$ cat src/design/fesc_pkg.sv
// ----------------------------------------------------------------------------
// fesc_pkg
// Shared constants, function codes and small control types for the frustum
// plane extraction and sphere cull block.
// ----------------------------------------------------------------------------
`default_nettype none

package fesc_pkg;

  // Default parameter values
  localparam int unsigned DATA_WIDTH_DEF = 32;
  localparam int unsigned FRAC_BITS_DEF  = 16;

  // Beat field widths
  localparam int unsigned ELEM_W = 32;
  localparam int unsigned FUNC_W = 2;
  localparam int unsigned IDX_W  = 4;

  // Storage geometry
  localparam int unsigned MAT_DEPTH   = 16;
  localparam int unsigned N_PLANES    = 6;
  localparam int unsigned N_COMP      = 4;
  localparam int unsigned PLANE_DEPTH = N_PLANES * N_COMP;
  localparam int unsigned PLANE_AW    = $clog2(PLANE_DEPTH);

  // Arithmetic widths
  localparam int unsigned WIDE_W = 64;          // accumulators, radicand, dividend
  localparam int unsigned COMP_W = ELEM_W + 1;  // exact sum of two elements
  localparam int unsigned NRM_W  = ELEM_W - 1;  // normal component after range shift
  localparam int unsigned ROOT_W = ELEM_W;      // floor sqrt of a 64-bit value
  localparam int unsigned LEN_W  = ROOT_W + 2;  // root shifted back by up to 2

  // Function codes
  typedef enum logic [FUNC_W-1:0] {
    FUNC_LOAD    = 2'd0,
    FUNC_EXTRACT = 2'd1,
    FUNC_TEST    = 2'd2
  } func_e;

  // Plane store write control
  typedef struct packed {
    logic                we;
    logic [PLANE_AW-1:0] addr;
  } plane_wr_t;

  // Matrix store write control
  typedef struct packed {
    logic             we;
    logic [IDX_W-1:0] addr;
  } mat_wr_t;

endpackage

`default_nettype wire

$ cat src/design/fesc_cull.sv
// ----------------------------------------------------------------------------
// fesc_cull
// Plane store and sphere test: streams the 24 plane components through a
// pipelined saturating multiply-accumulate and checks each plane distance.
// ----------------------------------------------------------------------------
`default_nettype none

module fesc_cull #(
  parameter int unsigned DATA_WIDTH = fesc_pkg::DATA_WIDTH_DEF,
  parameter int unsigned FRAC_BITS  = fesc_pkg::FRAC_BITS_DEF
) (
  input  logic                                clk_i,
  input  logic                                rst_ni,
  input  logic                                start_i,
  input  logic signed [fesc_pkg::ELEM_W-1:0]  center_x_i,
  input  logic signed [fesc_pkg::ELEM_W-1:0]  center_y_i,
  input  logic signed [fesc_pkg::ELEM_W-1:0]  center_z_i,
  input  logic signed [fesc_pkg::ELEM_W-1:0]  radius_i,
  input  fesc_pkg::plane_wr_t                 pw_i,
  input  logic [DATA_WIDTH-1:0]               pw_data_i,
  output logic                                done_o,
  output logic                                inside_o
);
  import fesc_pkg::*;

  localparam int unsigned HALF_W = WIDE_W / 2;
  localparam int unsigned PROD_W = WIDE_W + HALF_W;
  localparam logic [ELEM_W-1:0] ONE = ELEM_W'(1) << FRAC_BITS;
  localparam logic [PROD_W-1:0] LIM_POS = PROD_W'((WIDE_W'(1) << (WIDE_W - 1)) - WIDE_W'(1));
  localparam logic [PROD_W-1:0] LIM_NEG = PROD_W'(WIDE_W'(1) << (WIDE_W - 1));
  localparam logic [WIDE_W-1:0] S_MAX   = (WIDE_W'(1) << (WIDE_W - 1)) - WIDE_W'(1);
  localparam logic [WIDE_W-1:0] S_MIN   = WIDE_W'(1) << (WIDE_W - 1);

  // Plane store; planes_ok_q stands for the reset value until the first
  // extraction, which always rewrites all entries before any test reads them
  logic [DATA_WIDTH-1:0] plane_mem [PLANE_DEPTH];
  logic [DATA_WIDTH-1:0] rd_q;
  logic                  planes_ok_q;

  logic                  busy_q;
  logic [PLANE_AW-1:0]   cnt_q;
  logic [ELEM_W-1:0]     cx_q, cy_q, cz_q;
  logic signed [WIDE_W-1:0] limit_q;
  logic [ELEM_W-1:0]     rc;
  logic [WIDE_W-1:0]     rsh;

  // pipeline tags: read, multiply, combine
  logic       t0_v_q, t1_v_q, t2_v_q;
  logic [1:0] t0_k_q, t1_k_q, t2_k_q;
  logic       t0_l_q, t1_l_q, t2_l_q;

  logic [DATA_WIDTH-1:0] a, a_mag;
  logic [WIDE_W-1:0]     am;
  logic                  a_neg, b_neg;
  logic [ELEM_W-1:0]     b, b_mag;
  logic [WIDE_W-1:0]     mlo_q, mhi_q;
  logic                  mneg_q;
  logic [PROD_W-1:0]     p96;
  logic [WIDE_W-1:0]     prod_d, neg_p;
  logic signed [WIDE_W-1:0] prod_q;
  logic signed [WIDE_W-1:0] acc_in, acc_d, acc_q;
  logic [WIDE_W:0]       sum;
  logic                  fail_q, fail_now;
  logic                  done_q, inside_q;

  always_ff @(posedge clk_i) begin
    if (pw_i.we) plane_mem[pw_i.addr] <= pw_data_i;
    rd_q <= plane_mem[cnt_q];
  end

  // Clamp the radius and form the distance limit
  always_comb begin
    rc  = radius_i[ELEM_W-1] ? '0 : radius_i;
    rsh = WIDE_W'(rc) << FRAC_BITS;
  end

  // Multiply stage: magnitude split into two 32-bit halves
  always_comb begin
    a     = planes_ok_q ? rd_q : '0;
    a_neg = a[DATA_WIDTH-1];
    a_mag = a_neg ? (DATA_WIDTH'(0) - a) : a;
    am    = WIDE_W'(a_mag);
    unique case (t0_k_q)
      2'd0:    b = cx_q;
      2'd1:    b = cy_q;
      2'd2:    b = cz_q;
      default: b = ONE;
    endcase
    b_neg = b[ELEM_W-1] && (t0_k_q != 2'd3);
    b_mag = b_neg ? (ELEM_W'(0) - b) : b;
  end

  // Combine stage: saturate the product to signed 64 bits
  always_comb begin
    p96   = {{HALF_W{1'b0}}, mlo_q} + {mhi_q, {HALF_W{1'b0}}};
    neg_p = WIDE_W'(0) - p96[WIDE_W-1:0];
    if (mneg_q) prod_d = (p96 > LIM_NEG) ? S_MIN : neg_p;
    else        prod_d = (p96 > LIM_POS) ? S_MAX : p96[WIDE_W-1:0];
  end

  // Accumulate stage with saturating add and the plane check
  always_comb begin
    acc_in = (t2_k_q == 2'd0) ? '0 : acc_q;
    sum    = {acc_in[WIDE_W-1], acc_in} + {prod_q[WIDE_W-1], prod_q};
    if (sum[WIDE_W] != sum[WIDE_W-1]) acc_d = sum[WIDE_W] ? S_MIN : S_MAX;
    else                             acc_d = sum[WIDE_W-1:0];
    fail_now = t2_v_q && (t2_k_q == 2'd3) && (acc_d < limit_q);
  end

  always_ff @(posedge clk_i or negedge rst_ni) begin
    if (!rst_ni) begin
      planes_ok_q <= 1'b0;
      busy_q      <= 1'b0;
      cnt_q       <= '0;
      t0_v_q      <= 1'b0;
      t1_v_q      <= 1'b0;
      t2_v_q      <= 1'b0;
      fail_q      <= 1'b0;
      done_q      <= 1'b0;
      inside_q    <= 1'b0;
    end else begin
      if (pw_i.we) planes_ok_q <= 1'b1;
      t0_v_q <= busy_q;
      t1_v_q <= t0_v_q;
      t2_v_q <= t1_v_q;
      done_q <= 1'b0;
      if (start_i) begin
        busy_q <= 1'b1;
        cnt_q  <= '0;
        fail_q <= 1'b0;
      end else if (busy_q) begin
        cnt_q <= cnt_q + PLANE_AW'(1);
        if (cnt_q == PLANE_AW'(PLANE_DEPTH - 1)) busy_q <= 1'b0;
      end
      if (fail_now) fail_q <= 1'b1;
      if (t2_v_q && t2_l_q) begin
        done_q   <= 1'b1;
        inside_q <= !(fail_q || fail_now);
      end
    end
  end

  always_ff @(posedge clk_i) begin
    if (start_i) begin
      cx_q    <= center_x_i;
      cy_q    <= center_y_i;
      cz_q    <= center_z_i;
      limit_q <= WIDE_W'(0) - rsh;
    end
    t0_k_q <= cnt_q[1:0];
    t0_l_q <= (cnt_q == PLANE_AW'(PLANE_DEPTH - 1));
    t1_k_q <= t0_k_q;
    t1_l_q <= t0_l_q;
    t2_k_q <= t1_k_q;
    t2_l_q <= t1_l_q;
    mlo_q  <= am[HALF_W-1:0] * b_mag;
    mhi_q  <= am[WIDE_W-1:HALF_W] * b_mag;
    mneg_q <= a_neg ^ b_neg;
    prod_q <= prod_d;
    acc_q  <= acc_d;
  end

  assign done_o   = done_q;
  assign inside_o = inside_q;

  // Pipeline checks
  a_no_store_while_test: assert property (@(posedge clk_i) disable iff (!rst_ni)
    busy_q |-> !pw_i.we) else $error("plane store written during a test");
  a_done_after_issue: assert property (@(posedge clk_i) disable iff (!rst_ni)
    done_q |-> !busy_q && !t2_v_q) else $error("test done with work in flight");
  a_issue_stops: assert property (@(posedge clk_i) disable iff (!rst_ni)
    busy_q && !start_i && cnt_q == PLANE_AW'(PLANE_DEPTH - 1) |=> !busy_q)
    else $error("read issue ran past last component");

endmodule

`default_nettype wire

$ cat config.mk
export PLATFORM = sky130hd
export DESIGN_NAME = fesc_cull
export DESIGN_NICKNAME = d
export VERILOG_FILES = /design/src/design/fesc_pkg.sv /design/src/design/fesc_cull.sv
export SDC_FILE = /design/constraint.sdc
export NUM_CORES = 2
export LEC_CHECK = 0
export BUFFER_PORTS_ARGS = -buffer_cell sky130_fd_sc_hd__buf_2
export CAP_MARGIN = 20
export CORE_ASPECT_RATIO = 1.75
export CORE_UTILIZATION = 30
export CTS_BUF_LIST = sky130_fd_sc_hd__clkbuf_8
export DETAILED_ROUTE_END_ITERATION = 6
export GPL_ROUTABILITY_DRIVEN = 0
export HOLD_SLACK_MARGIN = 0.03
export PLACE_DENSITY = 0.44
export REMOVE_ABC_BUFFERS = 1
export SLEW_MARGIN = 10
export SYNTH_ARGS = -nofsm -noshare
export SYNTH_HDL_FRONTEND = slang
export SYNTH_SLANG_ARGS = --single-unit
$ cat constraint.sdc
create_clock -name clk_i -period 11.5 [get_ports clk_i]
set_input_delay 1.15 -clock clk_i [delete_from_list [all_inputs] [get_ports clk_i]]
set_output_delay 1.15 -clock clk_i [all_outputs]
set_load 0.005 [all_outputs]
; ---- After elaboration in Yosys (flattened, before gate mapping)
; Memory sizes are Yosys's and may differ from the RTL's. A register that Yosys moved wholly into a read port is not among the register bits.
; Index checks and enable logic that the tools add are counted.
[totals]
memories = 1
out_inout_bits = 2
latchBits = 0
in_bits = 169
ramBits = 768
mem_bits_ro = 0
wordCells = 72
ff_bits = 375
[op_classes]
n_eq_ne = 6
n_mux = 21
n_shift = 0
mul = 1
bitwise = 1
n_div = 0
magnitude_cmp = 3
n_reduce_logical = 10
n_addsub = 6
[mem_list]
columns = memory, words, width, read_ports, rd_ports_with_merged_regs, wr, line_no
row1 = plane_mem, 24, 32, 1, 1, 1, fesc_cull.sv:36  ; logic [DATA_WIDTH-1:0] plane_mem [PLANE_DEPTH];
[ops]
columns = operator, n
row1 = $mux 64, 6
row2 = $mux 32, 3
row3 = $pmux 32 s3, 1
row4 = $add 64x64->65, 1
row5 = $gt 64x63->1 const B, 1
row6 = $gt 64x64->1 const B, 1
row7 = $lt 64x64->1, 1
row8 = $mul 32x32->64, 1
row9 = $sub 1x32->32 const A, 2
row10 = $sub 1x64->64 const A, 1
row11 = $sub 1x47->48 const A, 1
row12 = $mux 31, 1
row13 = $mux 5, 2
row14 = $mux 1, 8
row15 = $add 5x1->5 const B, 1
row16 = $eq 5x5->1 const B, 1
row17 = $eq 2x2->1 const B, 2
row18 = $logic_and 1x1->1, 4
row19 = $logic_not 2->1, 2
row20 = $reduce_bool 2->1, 2
row21 = $eq 2x1->1 const B, 1
row22 = $ne 2x2->1 const B, 1
row23 = $logic_not 1->1, 1
row24 = $logic_or 1x1->1, 1
row25 = 2 further kinds, 2

; ---- Longest topological paths before layout
[depth]
word_depth = 9
ltp_mapped = 44
depth_no_buf = 38

; ---- Worst setup path after synthesis
; Ideal clock, no wire load.
[synth_path]
path_type = register to register
from = register t0_k_q[0]
to = register mlo_q[50]
arrival_ps = 10265
period_less_slack_ps = 10398
slack_ps = 1102
path_stages_with_launch = 43
n_path_buf = 6
required_ps = 11367
setup_ps = 133
cell_sequence = dfxtp_1 -> buf_4 -> nor2b_1 -> buf_2 -> o2bb2ai_1 -> clkbuf_1 -> inv_1 -> clkbuf_1 -> ha_1 -> inv_1 -> or2_2 -> and4bb_2 -> nand2_1 -> o21ai_2 -> o21ai_1 -> a21oi_1 -> xnor2_1 -> clkbuf_1 -> [... 7 more ...] -> fa_1 -> fa_1 -> fa_1 -> fa_1 -> inv_1 -> fa_1 -> inv_1 -> ha_1 -> buf_2 -> nand4_1 -> or4_1 -> nor2_1 -> nand4_1 -> a2111oi_2 -> nand2b_1 -> a21boi_1 -> o311ai_1 -> xor2_1
[synth_between]
elab_chain_cells = 5
word_cells_on_any_way = 9
cone_classes = 1 x add/sub / 1 x mul / 3 x eq/ne / 2 x mux / 2 x reduce/logical
[synth_rtl]
columns = item, line_no
row1 = "start, declared", fesc_cull.sv:49  ; logic [1:0] t0_k_q, t1_k_q, t2_k_q;
row2 = "start signal, assigned", fesc_cull.sv:150  ; t0_k_q <= cnt_q[1:0];
row3 = $eq 2x2->1 (tied with other cells), fesc_cull.sv:83  ; unique case (t0_k_q)
row4 = $pmux 32 s3, fesc_cull.sv:83
row5 = $sub 1x32->32 or $logic_and 1x1->1 (tied branches), "fesc_cull.sv:90, fesc_cull.sv:89"
row6 = $mux 32 (*), fesc_cull.sv:90  ; b_mag = b_neg ? (ELEM_W'(0) - b) : b;
row7 = $mul 32x32->64 (*), fesc_cull.sv:156  ; mlo_q <= am[HALF_W-1:0] * b_mag;
row8 = "end signal, assigned", fesc_cull.sv:156
row9 = "end, declared", fesc_cull.sv:56  ; logic [WIDE_W-1:0] mlo_q, mhi_q;
; Mark *: on every way between the ends. The rest lies on a longest branch, timed or not.
; A chain may end at the register's enable or synchronous reset.

; ---- Worst setup path in the final report
; Ends and elaborated chain as after synthesis.

==> summary.txt <==
Synth
  – Main combinational cell family by area after synthesis: adder cells
  – Synth Cell Area: 0.08184 sq mm
  – Asr flop ratio synth: 0.01137
  – Compound-Gate Fraction of Synth Area: 0.06676
  – Post-synthesis xor/xnor area fraction: 0.02374
  – Post-Synth Simple-Gate Area: 0.1028
  – Share of the synthesized area in the top cell type: 0.3288
  – Post-synthesis cell type count: 92
  – Post-Synth Adder-Cell Area: 0.2775
  – Most frequent cell after synthesis: inv_1
  – Top FF cell, synth: edfxtp_1
  – Post-synthesis sequential area ratio: 0.3900
  – Number of flops mapped to enable cells by yosys: 896
  – Mapped Cells: 7171
  – Mux share of post-synthesis cell area: 0.07115
  – Post-synth top cells: 1089 x inv_1, 897 x fa_1, 896 x edfxtp_1
  – Synth Register Bits: 1143
  – Ys Warns: 0
  – Dominant cells by area after synthesis: edfxtp_1 33%, fa_1 22%, mux4_2 6.2%, ha_1 5.8%, dfxtp_1 5.7%
  – Synth area leader: edfxtp_1
  – Mapped Avg Cell Area: 11.41 sq um

Route
  – Routed length per placed instance: 25.90 um
  – DRC: 16
  – Via count: 55062
  – 1st-iter DRT viols: 2967
  – Routed Antenna Nets: 0
  – Vias per cell: 4.954
  – Total routed wirelength: 287800 um
  – DRT Pass-1 Iters: 7

Outcome
  – Failing checks: design-rule violations
  – Status: finished, violations left

Placed design
  – Detailed placement HPWL: 220900 um
  – Placed Cells: 10766
  – PortBufs: 170

Worst setup path
  – Reg2reg path depth: 34
  – WS Path Type: flip-flop to flip-flop
  – Most used cell, CP: fa_1
  – Kind of end point of the critical path: flip-flop
  – Worst endpoint data arrival time: 11.71 ns
  – RR Startpoint: t0_k_q[0]
  – Worst setup SP type: flip-flop
  – CP max stage delay: 0.74 ns
  – Slowest cell on crit path: xnor2_2
  – Capture point of the worst reg-to-reg path: mlo_q[50]
  – CP endpoint: mlo_q[50]
  – Critical path peak fanout: 27
  – R2R setup slack: 0.63 ns
  – CP Launch Point: t0_k_q[0]
  – WP data required: 12.33 ns

Die
  – Ports: 171
  – Core footprint: 0.2713 sq mm
  – Initial core utilization: 0.3017
  – Die width: 396.8 um
  – Die H: 693.0 um
  – Die ar.: 0.2750 sq mm
  – Core Rows: 253

STA
  – Achievable frequency: 91.98 MHz
  – # setup viols final: 0
  – Final hold violation count: 0
  – Final cycle utilization of the critical path: 0.9454
  – Minimum clock period: 10.87 ns
  – RSZ-0062 raised after global routing: false
  – Setup TNS: 0 ns
  – Worst Tran Pin Value: 1.227 ns
  – Final slew viol count: 0
  – Worst hold margin: 0.3312 ns
  – Clock skew: 0.1018 ns
  – Relative slew slack: 0.1802

Global route
  – Antenna violations before repair: 21
  – First-pass GRT wire length: 414500 um
  – Gr ovfl total: 0
  – Largest net degree at the start of global routing: 82
  – GRT Util Overall: 0.2096
  – Number of global-route vias before repair: 61142

Min path
  – Hold Path Class: flip-flop to flip-flop

Clock network
  – H-tree depth: 4
  – PostCTS Resize Cnt: 0
  – CTS Sinks: 1143
  – Clock slew at reported path FFs: 0.06 ns
  – Post-CTS repair timing setup buffer count: 0
  – Worst-Skew Late Latency: 1.00 ns
  – CTS tree: yes
  – Hold_buf cts: 1
  – Root buffer cell: clkbuf_8
  – Clock buffer depth: 4
  – Total CTS buffers: 190

Finish
  – Finished Core Util: 0.3372
  – Final net count: 8836
  – Final Non-Filler Cells: 11115
  – Share of layout cells above drive strength 1: 0.1322
  – Area delta synth->final: 11.77%

Job
  – Max Cap Viol: 0
-- registers in the layout (all words and copies together), names as in the netlist, 5 cells and up --
| register | cells |
|---|---|
| acc_q | 64 |
| cnt_q | 5 |
| cx_q | 32 |
| cy_q | 32 |
| cz_q | 32 |
| limit_q | 32 |
| mlo_q | 64 |
| plane_mem | 768 |
| prod_q | 64 |
| rd_q | 32 |
-- kinds of logic (layout without fill, tap and decap cells) --
family                   count (synthesis)  in the layout
AND/OR/NAND/NOR                       1906           1906
buffers and inverters                 1462           1816
adder cells (fa/ha/maj)               1277           1277
flip-flops                            1143           1143
AO/OA/AOI/OAI                          861            861
multiplexers                           301            301
XOR/XNOR                               221            221
other                                    0             20
-- cell type report --
| cell class | count | area, sq um |
|---|---|---|
| Clock inverter | 128 | 665.6 |
| Fill cell | 27136 | 179800 |
| Sequential cell | 1143 | 31940 |
| Multi-Input combinational cell | 4566 | 44860 |
| Timing Repair Buffer | 400 | 2666 |
| Antenna cell | 20 | 50.05 |
| Clock buffer | 199 | 2739 |
| Inverter | 1089 | 4088 |
| Tap cell | 3570 | 4467 |
-- routing by layer --
metal	global-route usage	wire length (um)	up-vias
met5	0	82	-
met4	0.1507	24470	14
met3	0.02888	10580	721
met2	0.4147	162500	1460
met1	0.1903	90200	28554
li1	-	-	24313
-- cell usage in the layout, fill, tap and decap left out, types with 220 or more instances in the layout --
| cell | count |
|---|---|
| edfxtp_1 | 896 |
| inv_1 | 1148 |
| nand2_1 | 734 |
| nor2_1 | 653 |
| mux4_2 | 224 |
| ha_1 | 380 |
| buf_4 | 220 |
| a21oi_1 | 297 |
| dfxtp_1 | 231 |
| fa_1 | 897 |
-- how the worst min path moves through the flow --
stage                   start  endpoint  slack (ns)  cells after the start
6_report               t1_l_q    t2_l_q        0.33                      0
5_1_grt        center_y_i[13]  cy_q[13]        0.29                      1
4_1_cts        center_x_i[13]  cx_q[13]        0.27                      1
3_5_place_dp           t0_l_q    t1_l_q        0.31                      0
3_3_place_gp           t0_l_q    t1_l_q        0.31                      0
2_1_floorplan          t0_l_q    t1_l_q        0.31                      0
-- stage by stage --
| stage | cell area (sq um) | setup WS [ns] |
|---|---|---|
| finish | 91480 | 0.6279 |
| global route | 91470 | 0.05020 |
| detailed placement | 88000 | 0.6810 |
| global placement | 87980 | 0.7331 |
| CTS | 91410 | 0.6367 |
| floorplan | 80350 | -1.303 |
-- worst max-delay path: cells and delay by family (launching register included) --
kind,cells,cell delay (ns)
AND/OR/NAND/NOR,11,2.41
XOR/XNOR,2,0.92
adder cells (fa/ha/maj),9,4.35
buffers and inverters,7,0.84
flip-flops,1,0.53
multiplexers,1,0.15
AO/OA/AOI/OAI,4,1.54
Power is left out: the tool's default activity adds up to more than one toggle a clock period on the data nets, which glitch-free logic cannot reach.
