<file path="config.mk">
export PLATFORM = sky130hd
export DESIGN_NAME = fesc_extract
export DESIGN_NICKNAME = d
export VERILOG_FILES = /design/src/design/fesc_pkg.sv /design/src/design/fesc_isqrt.sv /design/src/design/fesc_div.sv /design/src/design/fesc_extract.sv
export SDC_FILE = /design/constraint.sdc
export NUM_CORES = 2
export LEC_CHECK = 0
export ABC_AREA = 1
export ABC_CLOCK_PERIOD_IN_PS = 8750
export BUFFER_PORTS_ARGS = -buffer_cell sky130_fd_sc_hd__buf_4
export CORE_MARGIN = 3
export CORE_UTILIZATION = 28
export CTS_CLUSTER_SIZE = 40
export DETAILED_ROUTE_END_ITERATION = 6
export GPL_ROUTABILITY_DRIVEN = 0
export GPL_TIMING_DRIVEN = 0
export PLACE_DENSITY = 0.47
export SETUP_SLACK_MARGIN = 0.4
export SLEW_MARGIN = 20
export SYNTH_ARGS = -nofsm -noshare
export SYNTH_HDL_FRONTEND = slang
export SYNTH_HIERARCHICAL = 1
export SYNTH_SLANG_ARGS = --single-unit
</file>
<file path="constraint.sdc">
create_clock -name clk_i -period 8.75 [get_ports clk_i]
set_input_delay 2.625 -clock clk_i [delete_from_list [all_inputs] [get_ports clk_i]]
set_output_delay 2.625 -clock clk_i [all_outputs]
set_load 0.03 [all_outputs]
</file>
<file path="src/design/fesc_pkg.sv">
// ----------------------------------------------------------------------------
// fesc_pkg
// Shared constants, function codes and small control types for the frustum
// plane extraction and sphere cull block.
// ----------------------------------------------------------------------------
`default_nettype none

package fesc_pkg;

  // Default parameter values
  localparam int unsigned DATA_WIDTH_DEF = 32;
  localparam int unsigned FRAC_BITS_DEF  = 16;

  // Beat field widths
  localparam int unsigned ELEM_W = 32;
  localparam int unsigned FUNC_W = 2;
  localparam int unsigned IDX_W  = 4;

  // Storage geometry
  localparam int unsigned MAT_DEPTH   = 16;
  localparam int unsigned N_PLANES    = 6;
  localparam int unsigned N_COMP      = 4;
  localparam int unsigned PLANE_DEPTH = N_PLANES * N_COMP;
  localparam int unsigned PLANE_AW    = $clog2(PLANE_DEPTH);

  // Arithmetic widths
  localparam int unsigned WIDE_W = 64;          // accumulators, radicand, dividend
  localparam int unsigned COMP_W = ELEM_W + 1;  // exact sum of two elements
  localparam int unsigned NRM_W  = ELEM_W - 1;  // normal component after range shift
  localparam int unsigned ROOT_W = ELEM_W;      // floor sqrt of a 64-bit value
  localparam int unsigned LEN_W  = ROOT_W + 2;  // root shifted back by up to 2

  // Function codes
  typedef enum logic [FUNC_W-1:0] {
    FUNC_LOAD    = 2'd0,
    FUNC_EXTRACT = 2'd1,
    FUNC_TEST    = 2'd2
  } func_e;

  // Plane store write control
  typedef struct packed {
    logic                we;
    logic [PLANE_AW-1:0] addr;
  } plane_wr_t;

  // Matrix store write control
  typedef struct packed {
    logic             we;
    logic [IDX_W-1:0] addr;
  } mat_wr_t;

endpackage

`default_nettype wire

</file>
<file path="src/design/fesc_isqrt.sv">
// ----------------------------------------------------------------------------
// fesc_isqrt
// Iterative floor square root of a 64-bit value, one result bit per cycle.
// ----------------------------------------------------------------------------
`default_nettype none

module fesc_isqrt (
  input  logic                          clk_i,
  input  logic                          rst_ni,
  input  logic                          start_i,
  input  logic [fesc_pkg::WIDE_W-1:0]   rad_i,
  output logic                          done_o,
  output logic [fesc_pkg::ROOT_W-1:0]   root_o
);
  import fesc_pkg::*;

  logic [WIDE_W-1:0] rem_q, rem_d;
  logic [WIDE_W-1:0] res_q, res_d;
  logic [WIDE_W-1:0] bit_q, bit_d;
  logic [WIDE_W-1:0] trial;
  logic              busy_q, busy_d;
  logic              done_q, done_d;

  // One step of the digit-by-digit root
  always_comb begin
    trial  = res_q + bit_q;
    rem_d  = rem_q;
    res_d  = res_q;
    bit_d  = bit_q;
    busy_d = busy_q;
    done_d = 1'b0;
    if (start_i) begin
      rem_d  = rad_i;
      res_d  = '0;
      bit_d  = WIDE_W'(1) << (WIDE_W - 2);
      busy_d = 1'b1;
    end else if (busy_q) begin
      if (rem_q >= trial) begin
        rem_d = rem_q - trial;
        res_d = (res_q >> 1) + bit_q;
      end else begin
        res_d = res_q >> 1;
      end
      bit_d = bit_q >> 2;
      // the last step runs with the lowest bit
      if (bit_q[0]) begin
        busy_d = 1'b0;
        done_d = 1'b1;
      end
    end
  end

  always_ff @(posedge clk_i or negedge rst_ni) begin
    if (!rst_ni) begin
      busy_q <= 1'b0;
      done_q <= 1'b0;
    end else begin
      busy_q <= busy_d;
      done_q <= done_d;
    end
  end

  always_ff @(posedge clk_i) begin
    rem_q <= rem_d;
    res_q <= res_d;
    bit_q <= bit_d;
  end

  assign done_o = done_q;
  assign root_o = res_q[ROOT_W-1:0];

endmodule

`default_nettype wire

</file>
<file path="src/design/fesc_div.sv">
// ----------------------------------------------------------------------------
// fesc_div
// Restoring unsigned divider, 64-bit dividend by a plane length, one
// quotient bit per cycle.
// ----------------------------------------------------------------------------
`default_nettype none

module fesc_div (
  input  logic                         clk_i,
  input  logic                         rst_ni,
  input  logic                         start_i,
  input  logic [fesc_pkg::WIDE_W-1:0]  dividend_i,
  input  logic [fesc_pkg::LEN_W-1:0]   divisor_i,
  output logic                         done_o,
  output logic [fesc_pkg::WIDE_W-1:0]  quot_o
);
  import fesc_pkg::*;

  localparam int unsigned CNT_W = $clog2(WIDE_W);

  logic [WIDE_W-1:0] quo_q, quo_d;
  logic [LEN_W-1:0]  rem_q, rem_d;
  logic [LEN_W-1:0]  dvs_q, dvs_d;
  logic [CNT_W-1:0]  cnt_q, cnt_d;
  logic [LEN_W:0]    trial;
  logic [LEN_W:0]    diff;
  logic              ge;
  logic              busy_q, busy_d;
  logic              done_q, done_d;

  // Shift in one dividend bit, subtract when it fits
  always_comb begin
    trial  = {rem_q, quo_q[WIDE_W-1]};
    diff   = trial - {1'b0, dvs_q};
    ge     = (trial >= {1'b0, dvs_q});
    quo_d  = quo_q;
    rem_d  = rem_q;
    dvs_d  = dvs_q;
    cnt_d  = cnt_q;
    busy_d = busy_q;
    done_d = 1'b0;
    if (start_i) begin
      quo_d  = dividend_i;
      rem_d  = '0;
      dvs_d  = divisor_i;
      cnt_d  = '0;
      busy_d = 1'b1;
    end else if (busy_q) begin
      rem_d = ge ? diff[LEN_W-1:0] : trial[LEN_W-1:0];
      quo_d = {quo_q[WIDE_W-2:0], ge};
      cnt_d = cnt_q + CNT_W'(1);
      if (cnt_q == CNT_W'(WIDE_W - 1)) begin
        busy_d = 1'b0;
        done_d = 1'b1;
      end
    end
  end

  always_ff @(posedge clk_i or negedge rst_ni) begin
    if (!rst_ni) begin
      busy_q <= 1'b0;
      done_q <= 1'b0;
      cnt_q  <= '0;
    end else begin
      busy_q <= busy_d;
      done_q <= done_d;
      cnt_q  <= cnt_d;
    end
  end

  always_ff @(posedge clk_i) begin
    quo_q <= quo_d;
    rem_q <= rem_d;
    dvs_q <= dvs_d;
  end

  assign done_o = done_q;
  assign quot_o = quo_q;

endmodule

`default_nettype wire

</file>
<file path="src/design/fesc_extract.sv">
// ----------------------------------------------------------------------------
// fesc_extract
// Matrix store and plane extraction sequencer: builds each plane from matrix
// columns, forms the normal length and writes the plane (normalized unless zero).
// ----------------------------------------------------------------------------
`default_nettype none

module fesc_extract #(
  parameter int unsigned DATA_WIDTH = fesc_pkg::DATA_WIDTH_DEF,
  parameter int unsigned FRAC_BITS  = fesc_pkg::FRAC_BITS_DEF
) (
  input  logic                         clk_i,
  input  logic                         rst_ni,
  input  logic                         start_i,
  input  logic                         near_minus_one_i,
  input  fesc_pkg::mat_wr_t            mat_wr_i,
  input  logic [fesc_pkg::ELEM_W-1:0]  mat_data_i,
  output fesc_pkg::plane_wr_t          pw_o,
  output logic [DATA_WIDTH-1:0]        pw_data_o,
  output logic                         done_o
);
  import fesc_pkg::*;

  localparam logic [WIDE_W-1:0] POS_MAX = (WIDE_W'(1) << (DATA_WIDTH - 1)) - WIDE_W'(1);

  typedef enum logic [6:0] {
    X_IDLE = 7'b0000001,
    X_READ = 7'b0000010,
    X_CAPT = 7'b0000100,
    X_SQ   = 7'b0001000,
    X_ROOT = 7'b0010000,
    X_DINI = 7'b0100000,
    X_DIV  = 7'b1000000
  } xst_e;

  function automatic logic [COMP_W-1:0] mag_c(input logic [COMP_W-1:0] c);
    mag_c = c[COMP_W-1] ? (COMP_W'(0) - c) : c;
  endfunction

  // Signed saturation of a sign and magnitude to the plane width
  function automatic logic [DATA_WIDTH-1:0] sat_mag(input logic neg,
                                                    input logic [WIDE_W-1:0] mag);
    logic [WIDE_W-1:0] neg_v;
    neg_v = WIDE_W'(0) - mag;
    if (neg) begin
      if (mag > POS_MAX) sat_mag = {1'b1, {(DATA_WIDTH-1){1'b0}}};
      else               sat_mag = neg_v[DATA_WIDTH-1:0];
    end else if (mag > POS_MAX) begin
      sat_mag = POS_MAX[DATA_WIDTH-1:0];
    end else begin
      sat_mag = mag[DATA_WIDTH-1:0];
    end
  endfunction

  // Matrix store
  logic [ELEM_W-1:0] mat_mem [MAT_DEPTH];
  logic [ELEM_W-1:0] rd_w_q, rd_e_q;

  xst_e              state_q, state_d;
  logic [2:0]        p_q, p_d;
  logic [1:0]        r_q, r_d;
  logic [1:0]        j_q, j_d;
  logic [1:0]        k_q, k_d;
  logic [1:0]        col;
  logic              cv_q;
  logic [1:0]        cr_q;
  logic [COMP_W-1:0] c_q [N_COMP];
  logic [COMP_W-1:0] w_ext, e_ext, cval;
  logic [COMP_W-1:0] m0, m1, m2, mj, mj_sh, mk;
  logic [1:0]        sh_c, sh_q, sh_d;
  logic [NRM_W-1:0]  ms;
  logic [2*NRM_W-1:0] sq;
  logic [WIDE_W-1:0] s_q, s_d;
  logic [LEN_W-1:0]  len_q, len_d;
  logic              neg_k;
  logic              root_start, root_done;
  logic [ROOT_W-1:0] root;
  logic              div_start, div_done;
  logic [WIDE_W-1:0] dvd, quot;
  plane_wr_t         pw_q, pw_d;
  logic [DATA_WIDTH-1:0] pwd_q, pwd_d;
  logic              done_q, done_d;
  logic              comp_last;

  // Column paired with w for each plane: left/right x, bottom/top y, near/far z
  always_comb begin
    if (p_q < 3'd2)      col = 2'd0;
    else if (p_q < 3'd4) col = 2'd1;
    else                 col = 2'd2;
  end

  always_ff @(posedge clk_i) begin
    if (mat_wr_i.we) mat_mem[mat_wr_i.addr] <= mat_data_i;
    rd_w_q <= mat_mem[{r_q, 2'd3}];
    rd_e_q <= mat_mem[{r_q, col}];
  end

  // Plane component from the two elements of one row
  always_comb begin
    w_ext = {rd_w_q[ELEM_W-1], rd_w_q};
    e_ext = {rd_e_q[ELEM_W-1], rd_e_q};
    if (p_q == 3'd4 && !near_minus_one_i) cval = e_ext;   // near plane, z >= 0
    else if (p_q[0])                     cval = w_ext - e_ext;
    else                                 cval = w_ext + e_ext;
  end

  // Normal magnitudes and the range shift that keeps squares in 64 bits
  always_comb begin
    m0 = mag_c(c_q[0]);
    m1 = mag_c(c_q[1]);
    m2 = mag_c(c_q[2]);
    if (m0[COMP_W-1] | m1[COMP_W-1] | m2[COMP_W-1])      sh_c = 2'd2;
    else if (m0[COMP_W-2] | m1[COMP_W-2] | m2[COMP_W-2]) sh_c = 2'd1;
    else                                                 sh_c = 2'd0;
    unique case (j_q)
      2'd0:    mj = m0;
      2'd1:    mj = m1;
      default: mj = m2;
    endcase
    mj_sh = mj >> sh_c;
    ms    = mj_sh[NRM_W-1:0];
    sq    = ms * ms;
    mk    = mag_c(c_q[k_q]);
    neg_k = c_q[k_q][COMP_W-1];
    dvd   = (WIDE_W'(mk) << FRAC_BITS) + WIDE_W'(len_q >> 1);
  end

  assign comp_last = (k_q == 2'(N_COMP - 1));

  // Sequencer
  always_comb begin
    state_d    = state_q;
    p_d        = p_q;
    r_d        = r_q;
    j_d        = j_q;
    k_d        = k_q;
    s_d        = s_q;
    sh_d       = sh_q;
    len_d      = len_q;
    pw_d.we    = 1'b0;
    pw_d.addr  = {p_q, k_q};
    pwd_d      = pwd_q;
    done_d     = 1'b0;
    root_start = 1'b0;
    div_start  = 1'b0;
    unique case (state_q)
      X_IDLE: begin
        if (start_i) begin
          p_d     = '0;
          r_d     = '0;
          state_d = X_READ;
        end
      end
      X_READ: begin
        r_d = r_q + 2'd1;
        if (r_q == 2'd3) state_d = X_CAPT;
      end
      X_CAPT: begin
        j_d     = '0;
        s_d     = '0;
        state_d = X_SQ;
      end
      X_SQ: begin
        j_d = j_q + 2'd1;
        if (j_q == 2'd3) begin
          sh_d       = sh_c;
          root_start = 1'b1;
          state_d    = X_ROOT;
        end else begin
          s_d = s_q + WIDE_W'(sq);
        end
      end
      X_ROOT: begin
        if (root_done) begin
          len_d   = LEN_W'(root) << sh_q;
          k_d     = '0;
          state_d = X_DINI;
        end
      end
      X_DINI: begin
        if (len_q == '0) begin
          // zero normal: plane kept as it is
          pw_d.we = 1'b1;
          pwd_d   = sat_mag(neg_k, WIDE_W'(mk));
        end else begin
          div_start = 1'b1;
          state_d   = X_DIV;
        end
      end
      X_DIV: begin
        if (div_done) begin
          pw_d.we = 1'b1;
          pwd_d   = sat_mag(neg_k, quot);
        end
      end
      default: state_d = X_IDLE;
    endcase

    // Advance to the next component or plane once a component is written
    if (pw_d.we) begin
      if (comp_last) begin
        if (p_q == 3'(N_PLANES - 1)) begin
          done_d  = 1'b1;
          state_d = X_IDLE;
        end else begin
          p_d     = p_q + 3'd1;
          r_d     = '0;
          state_d = X_READ;
        end
      end else begin
        k_d     = k_q + 2'd1;
        state_d = X_DINI;
      end
    end
  end

  always_ff @(posedge clk_i or negedge rst_ni) begin
    if (!rst_ni) begin
      state_q <= X_IDLE;
      p_q     <= '0;
      r_q     <= '0;
      j_q     <= '0;
      k_q     <= '0;
      cv_q    <= 1'b0;
      pw_q    <= '0;
      done_q  <= 1'b0;
    end else begin
      state_q <= state_d;
      p_q     <= p_d;
      r_q     <= r_d;
      j_q     <= j_d;
      k_q     <= k_d;
      cv_q    <= (state_q == X_READ);
      pw_q    <= pw_d;
      done_q  <= done_d;
    end
  end

  always_ff @(posedge clk_i) begin
    cr_q  <= r_q;
    s_q   <= s_d;
    sh_q  <= sh_d;
    len_q <= len_d;
    pwd_q <= pwd_d;
    if (cv_q) c_q[cr_q] <= cval;
  end

  fesc_isqrt u_isqrt (
    .clk_i   (clk_i),
    .rst_ni  (rst_ni),
    .start_i (root_start),
    .rad_i   (s_q),
    .done_o  (root_done),
    .root_o  (root)
  );

  fesc_div u_div (
    .clk_i      (clk_i),
    .rst_ni     (rst_ni),
    .start_i    (div_start),
    .dividend_i (dvd),
    .divisor_i  (len_q),
    .done_o     (div_done),
    .quot_o     (quot)
  );

  assign pw_o      = pw_q;
  assign pw_data_o = pwd_q;
  assign done_o    = done_q;

  // Sequencer checks
  a_root_in_root: assert property (@(posedge clk_i) disable iff (!rst_ni)
    root_done |-> state_q == X_ROOT) else $error("root result outside root wait");
  a_div_in_div: assert property (@(posedge clk_i) disable iff (!rst_ni)
    div_done |-> state_q == X_DIV) else $error("quotient outside divide wait");
  a_done_last: assert property (@(posedge clk_i) disable iff (!rst_ni)
    done_d |-> pw_d.we && pw_d.addr == PLANE_AW'(PLANE_DEPTH - 1))
    else $error("extraction done before last component");

endmodule

`default_nettype wire

</file>
Word level (Yosys, flattened, before mapping):

Memories as Yosys holds them, arrays and structs flattened. A register that Yosys moved wholly into a read port is not among the register bits.
Cells that the tools add are included.

* latch bits: 0
* input port bits: 41
* logic and storage cells: 178
* register bits after elaboration: 460
* RAM bits: 644
* output and inout bits: 39
* memory bits (read-only): 0
* memories kept: 2

Memory list
* mat_mem: depth 16, bits a word 32, read ports 2, clocked after Yosys merged registers in 2, wr ports 1, RTL line fesc_extract.sv:56 `logic [ELEM_W-1:0] mat_mem [MAT_DEPTH];`
* c_q: depth 4, bits a word 33, read ports 4, clocked after Yosys merged registers in 0, wr ports 1, RTL line fesc_extract.sv:67 `logic [COMP_W-1:0] c_q [N_COMP];`

* shifts and indexed selects: 2
* div/mod/pow operators: 0
* add/subtract/negate cells: 19
* multiply operators: 1
* mux-type cells: 81
* eq/ne operators: 23
* reduce and logical (&&, ||, !) cells: 15
* bitwise gates (word level): 4
* magnitude comparators: 6

Operator list (count)
* $mux W64: 7
* $mux W32: 8
* $mux W33: 6
* $sub A1 B33 Y33 const A: 4
* $pmux W64 S2: 1
* $pmux W33 S2: 1
* $add A63 B63 Y64: 1
* $add A64 B62 Y64: 1
* $add A64 B63 Y64: 1
* $ge A64 B64 Y1: 1
* $gt A64 B31 Y1 const B: 1
* $pmux W32 S2: 1
* $sub A1 B32 Y32 const A: 2
* $sub A64 B64 Y64: 1
* $mul A31 B31 Y62: 1
* $add A49 B33 Y50: 1
* $mux W7: 7
* $pmux W7 S7: 1
* $ge A35 B34 Y1: 1
* $logic_not A34 Y1: 1
* $mux W34: 1
* $shl A32 B2 Y34: 1
* $sub A34 B34 Y34: 1
* $add A32 B32 Y33: 1
* other kinds (37): 99

Longest topological paths before layout:

An unclocked memory read counts as a cell.

* depth after elaboration: 12
* gate-level depth with buffers: 56
* depth with buffers taken out: 56

Modules after synthesis:

The synthesis kept the hierarchy.

Modules (own cells, without submodules)
* fesc_extract: area an instance 73897.1 um^2, seq. area each 25225.4 um^2, instances 1, cells each 8212
* fesc_isqrt: area an instance 20075.5 um^2, seq. area each 3893.7 um^2, instances 1, cells each 3581
* fesc_div: area an instance 8325.5 um^2, seq. area each 3823.7 um^2, instances 1, cells each 1108

Worst setup path after synthesis:

Ideal clock, no wire load.

* path kind: register -> register
* start point: mem c_q[1][0] (netlist name)
* end point: reg s_q[47] (data pin)
* clock period less this slack: 8.988 ns
* data arrival time: 8.726 ns
* data required time: 8.489 ns
* buffers on the path: 2
* stages on the path, launching flop included: 46
* library setup time: 0.261 ns
* slack: -0.238 ns
* path through: edfxtp_1 > inv_1 > ha_1 > nand4_2 > nor2_2 > nand2_1 > nor2_2 > nand3_2 > nor2_2 > nand2_1 > nand3_2 > inv_2 > nand3_4 > inv_2 > buf_6 > nand2_1 > nand3_1 > buf_2 > [... 10 more ...] > inv_1 > fa_1 > inv_1 > fa_1 > inv_1 > fa_1 > inv_1 > ha_1 > nand2_1 > o21a_1 > a21boi_0 > o21ai_0 > nand2_1 > nand2_1 > a21oi_1 > o21ai_0 > o21ai_0 > a21oi_1

RTL lines
* start, declared: RTL line fesc_extract.sv:67
* end signal, assigned: RTL line fesc_extract.sv:241 `s_q <= s_d;`
* end, declared: RTL line fesc_extract.sv:73 `logic [WIDE_W-1:0] s_q, s_d;`

==> results_dict.tcl <==
set metrics [dict create \
    ys_seq_elements 1168 \
    start_kind "flip-flop" \
    timing.fmax_mhz 103 \
    cts_tree "built" \
    coreArea_sq_mm 0.363 \
    rsz0062_at_grt "true" \
    seq_area_sq_mm 0.0329 \
    via_count 90200 \
    antenna_found_initial 10 \
    cts_hold_buf 0 \
    r2r-end "s_q[58]" \
    grt_first_pass_wirelength_um 598000 \
    cts_buffer_depth 4 \
    io_pins 80 \
    die_w_um 610 \
    root_buffer "clkbuf_16" \
    ant_nets 0 \
    dpl_worst_slack_ns -2.53 \
    dp_hpwl_um 330000 \
    die_h_um 610 \
    slowest_delay_ns 0.55 \
    criticalPathCategory "flip-flop to flip-flop" \
    insertion_delay_ns 0.85 \
    grt_pass1_vias 87600 \
    fin_skew_ns 0.0855 \
    ys_warn_count 6 \
    area_delta_synth_final_pct 20.1 \
    setup_tns_ns -30.33 \
    routed_wl_um 418000 \
    drt_iter0_markers 8345 \
    maxSlewHeadroom_pct 22.5 \
    grt.total_usage_pct 21.8 \
    tightest_slew_ns 1.16 \
    crit_path_max_fanout 10 \
    path_clk_slew_ns 0.07 \
    cts.sinks 1168 \
    cp_data_arrival_time_ns 10.27 \
    cap_violations 0 \
    port_buffers 79 \
    synthFlopType "edfxtp_1" \
    slowest_stage "fa_1" \
    ys_types 78 \
    status "finished with violations" \
    cts_buffers 142 \
    violations "setup timing" \
    syn_area_sq_mm 0.102 \
    dieArea_sq_mm 0.373 \
    yosysTopAreaCell "edfxtp_1" \
    route.detailed.drc 0 \
    synth-edff-count 938 \
    vias_per_cell 4.89 \
    cp_common_cell "inv_2" \
    slew_viol_final 0 \
    htreeDepth 4 \
    hold_viol 0 \
    seq_area_frac_synth_pct 32.2 \
    whs_endpoint "u_div/dvs_q[0]" \
    drive_gt1_share_pct 14.0 \
    rows 221 \
    multiInputGateArea_sq_mm 0.0626 \
    post-route-min-period_ns 9.70 \
    reg2reg_depth 45 \
    setup_ws_ns -0.953 \
    synth_area_leaders "edfxtp_1 (28%), fa_1 (16%), nand2_1 (12%)" \
    layout.nets 14900 \
    finalSetupViolCount 48 \
    netlist_instances 12900 \
    firstDrtPassIters 6 \
    r2r-start "c_q[2][0]" \
    initial_core_util_pct 28.2 \
    grt_max_degree 44 \
    grt_remaining_overflow 0 \
    synth.top_cell.area_share_pct 27.5 \
    hp-start "len_q[0]" \
    fin_crit_sh_pct 111 \
    crit_required_ns 9.31 \
    rrSetupSlack_ns -0.95 \
    postSynthAreaPerCell_sq_um 7.93 \
    fill_cells 38200 \
    async_reset_ff_share_pct 2.91 \
    cp-end-kind "flip-flop" \
    hold_path.class "flip-flop to flip-flop" \
    wire_per_inst_um 22.7 \
    hold_depth 0 \
]
## routing by layer
layer | global-route usage (%) | wire length, um | part of all wire [%] | up-vias
li1 | - | - | - | 42500
met3 | 2.46 | 24200 | 5.8 | 685
met2 | 34.2 | 185000 | 44 | 2964
met1 | 29.5 | 182000 | 44 | 44100
met5 | 0 | 34 | 0.0081 | -
met4 | 11.1 | 26700 | 6.4 | 4
## metrics by stage
stage	utilization (%)	area [sq um]	hold slack, ns	instances
3_3_place_gp	30.3	110000	0.450	17800
5_1_grt	33.8	123000	0.484	18400
2_1_floorplan	-	103000	0.352	12900
6_report	33.8	123000	0.466	18500
4_1_cts	32.8	119000	0.471	18300
3_5_place_dp	30.5	111000	0.450	17800
## sequential cells by signal (all words and copies together) (netlist names), 32 cells and up
| register | cells |
|---|---|
| u_div/quot_o | 64 |
| rd_w_q | 32 |
| u_isqrt/bit_q | 32 |
| s_q | 64 |
| len_q | 34 |
| c_q | 132 |
| u_isqrt/res_q | 64 |
| mat_mem | 512 |
| u_isqrt/rem_q | 64 |
| u_div/dvs_q | 34 |
| rd_e_q | 32 |
| u_div/rem_q | 34 |
| pw_data_o | 32 |
## how the worst max path moves through the flow
stage | from | end | slack [ns]
3_3_place_gp | j_q[0] | s_q[58] | -2.49
6_report | c_q[2][0] | s_q[58] | -0.95
3_5_place_dp | j_q[0] | s_q[58] | -2.53
2_1_floorplan | c_q[1][1] | s_q[52] | 0.29
4_1_cts | c_q[2][0] | s_q[59] | -0.85
5_1_grt | c_q[2][0] | s_q[59] | -1.21
## layout by cell type, fill, tap and decap left out, types with 35 or more instances in the layout
master     instances
nand2_1         3034
inv_1           2088
nor2_1          1111
edfxtp_1         938
nand3_1          802
fa_1             772
a21oi_1          500
o21ai_0          492
ha_1             438
buf_4            404
clkbuf_1         224
dfxtp_1          196
clkbuf_16        155
nor2_2           146
inv_2            141
xor2_1           138
o211ai_1         127
nand2_2          117
nor2_4           115
nor3_1           100
xnor2_1           99
nand4_1           95
buf_12            95
buf_6             86
o21ai_1           77
nand3b_1          71
a21oi_2           63
nand2_4           60
mux2i_1           56
buf_2             54
a31oi_1           51
ha_4              47
or2_2             41
o22ai_1           41
fa_2              41
o21ai_2           39
nor4_1            36
o21bai_1          35
o21a_1            35
## what timing repair did
item,4_1_cts,5_1_grt
pin swaps,143,301
resized for setup,531,583
setup endpoints to repair,56,55
gates cloned,9,7
setup buffers,170,166
## cell type report
class                   count  area share [%]
clock buffers             180            3.18
multi-input cells        9054            50.9
flip-flops and latches   1168            26.8
clock inverters            66           0.579
repair buffers            487            4.06
well taps                4794            4.88
plain buffers             435            2.56
inverters                2258            7.02
diodes                      9          0.0183
## cell usage after synthesis (21+ instances only)
| master | number |
|---|---|
| a21o_1 | 21 |
| a21oi_1 | 581 |
| a31oi_1 | 56 |
| buf_1 | 25 |
| buf_2 | 114 |
| buf_4 | 57 |
| buf_6 | 24 |
| clkbuf_1 | 214 |
| dfrtp_1 | 33 |
| dfxtp_1 | 196 |
| edfxtp_1 | 938 |
| fa_1 | 813 |
| ha_1 | 494 |
| inv_1 | 2202 |
| inv_2 | 49 |
| mux2i_1 | 56 |
| nand2_1 | 3161 |
| nand2_2 | 53 |
| nand3_1 | 826 |
| nand3b_1 | 71 |
| nand4_1 | 95 |
| nor2_1 | 1296 |
| nor2_2 | 63 |
| nor3_1 | 112 |
| nor4_1 | 46 |
| o211ai_1 | 127 |
| o21a_1 | 35 |
| o21ai_0 | 558 |
| o21ai_1 | 51 |
| o21bai_1 | 36 |
| o22ai_1 | 41 |
| o31ai_1 | 23 |
| or2_2 | 43 |
| xnor2_1 | 99 |
| xor2_1 | 139 |
## cell families after synthesis
family	synth area share [%]
buf+inv	10.4
compound gates	8.83
simple gates	24.0
other cells	0.00367
fa+ha+maj	22.0
mux	0.548
flops	32.2
xor+xnor	2.05
## critical path: cells and delay by family (launching register included)
family | cells | cell delay (ns)
adders and majority gates | 10 | 4.54
and+or+nand+nor | 14 | 1.88
buffers and inverters | 16 | 1.48
AOI/OAI and AO/OA | 5 | 1.00
DFF | 1 | 0.54
Power is left out: the tool's default activity adds up to more than one toggle a clock period on the data nets, which glitch-free logic cannot reach.
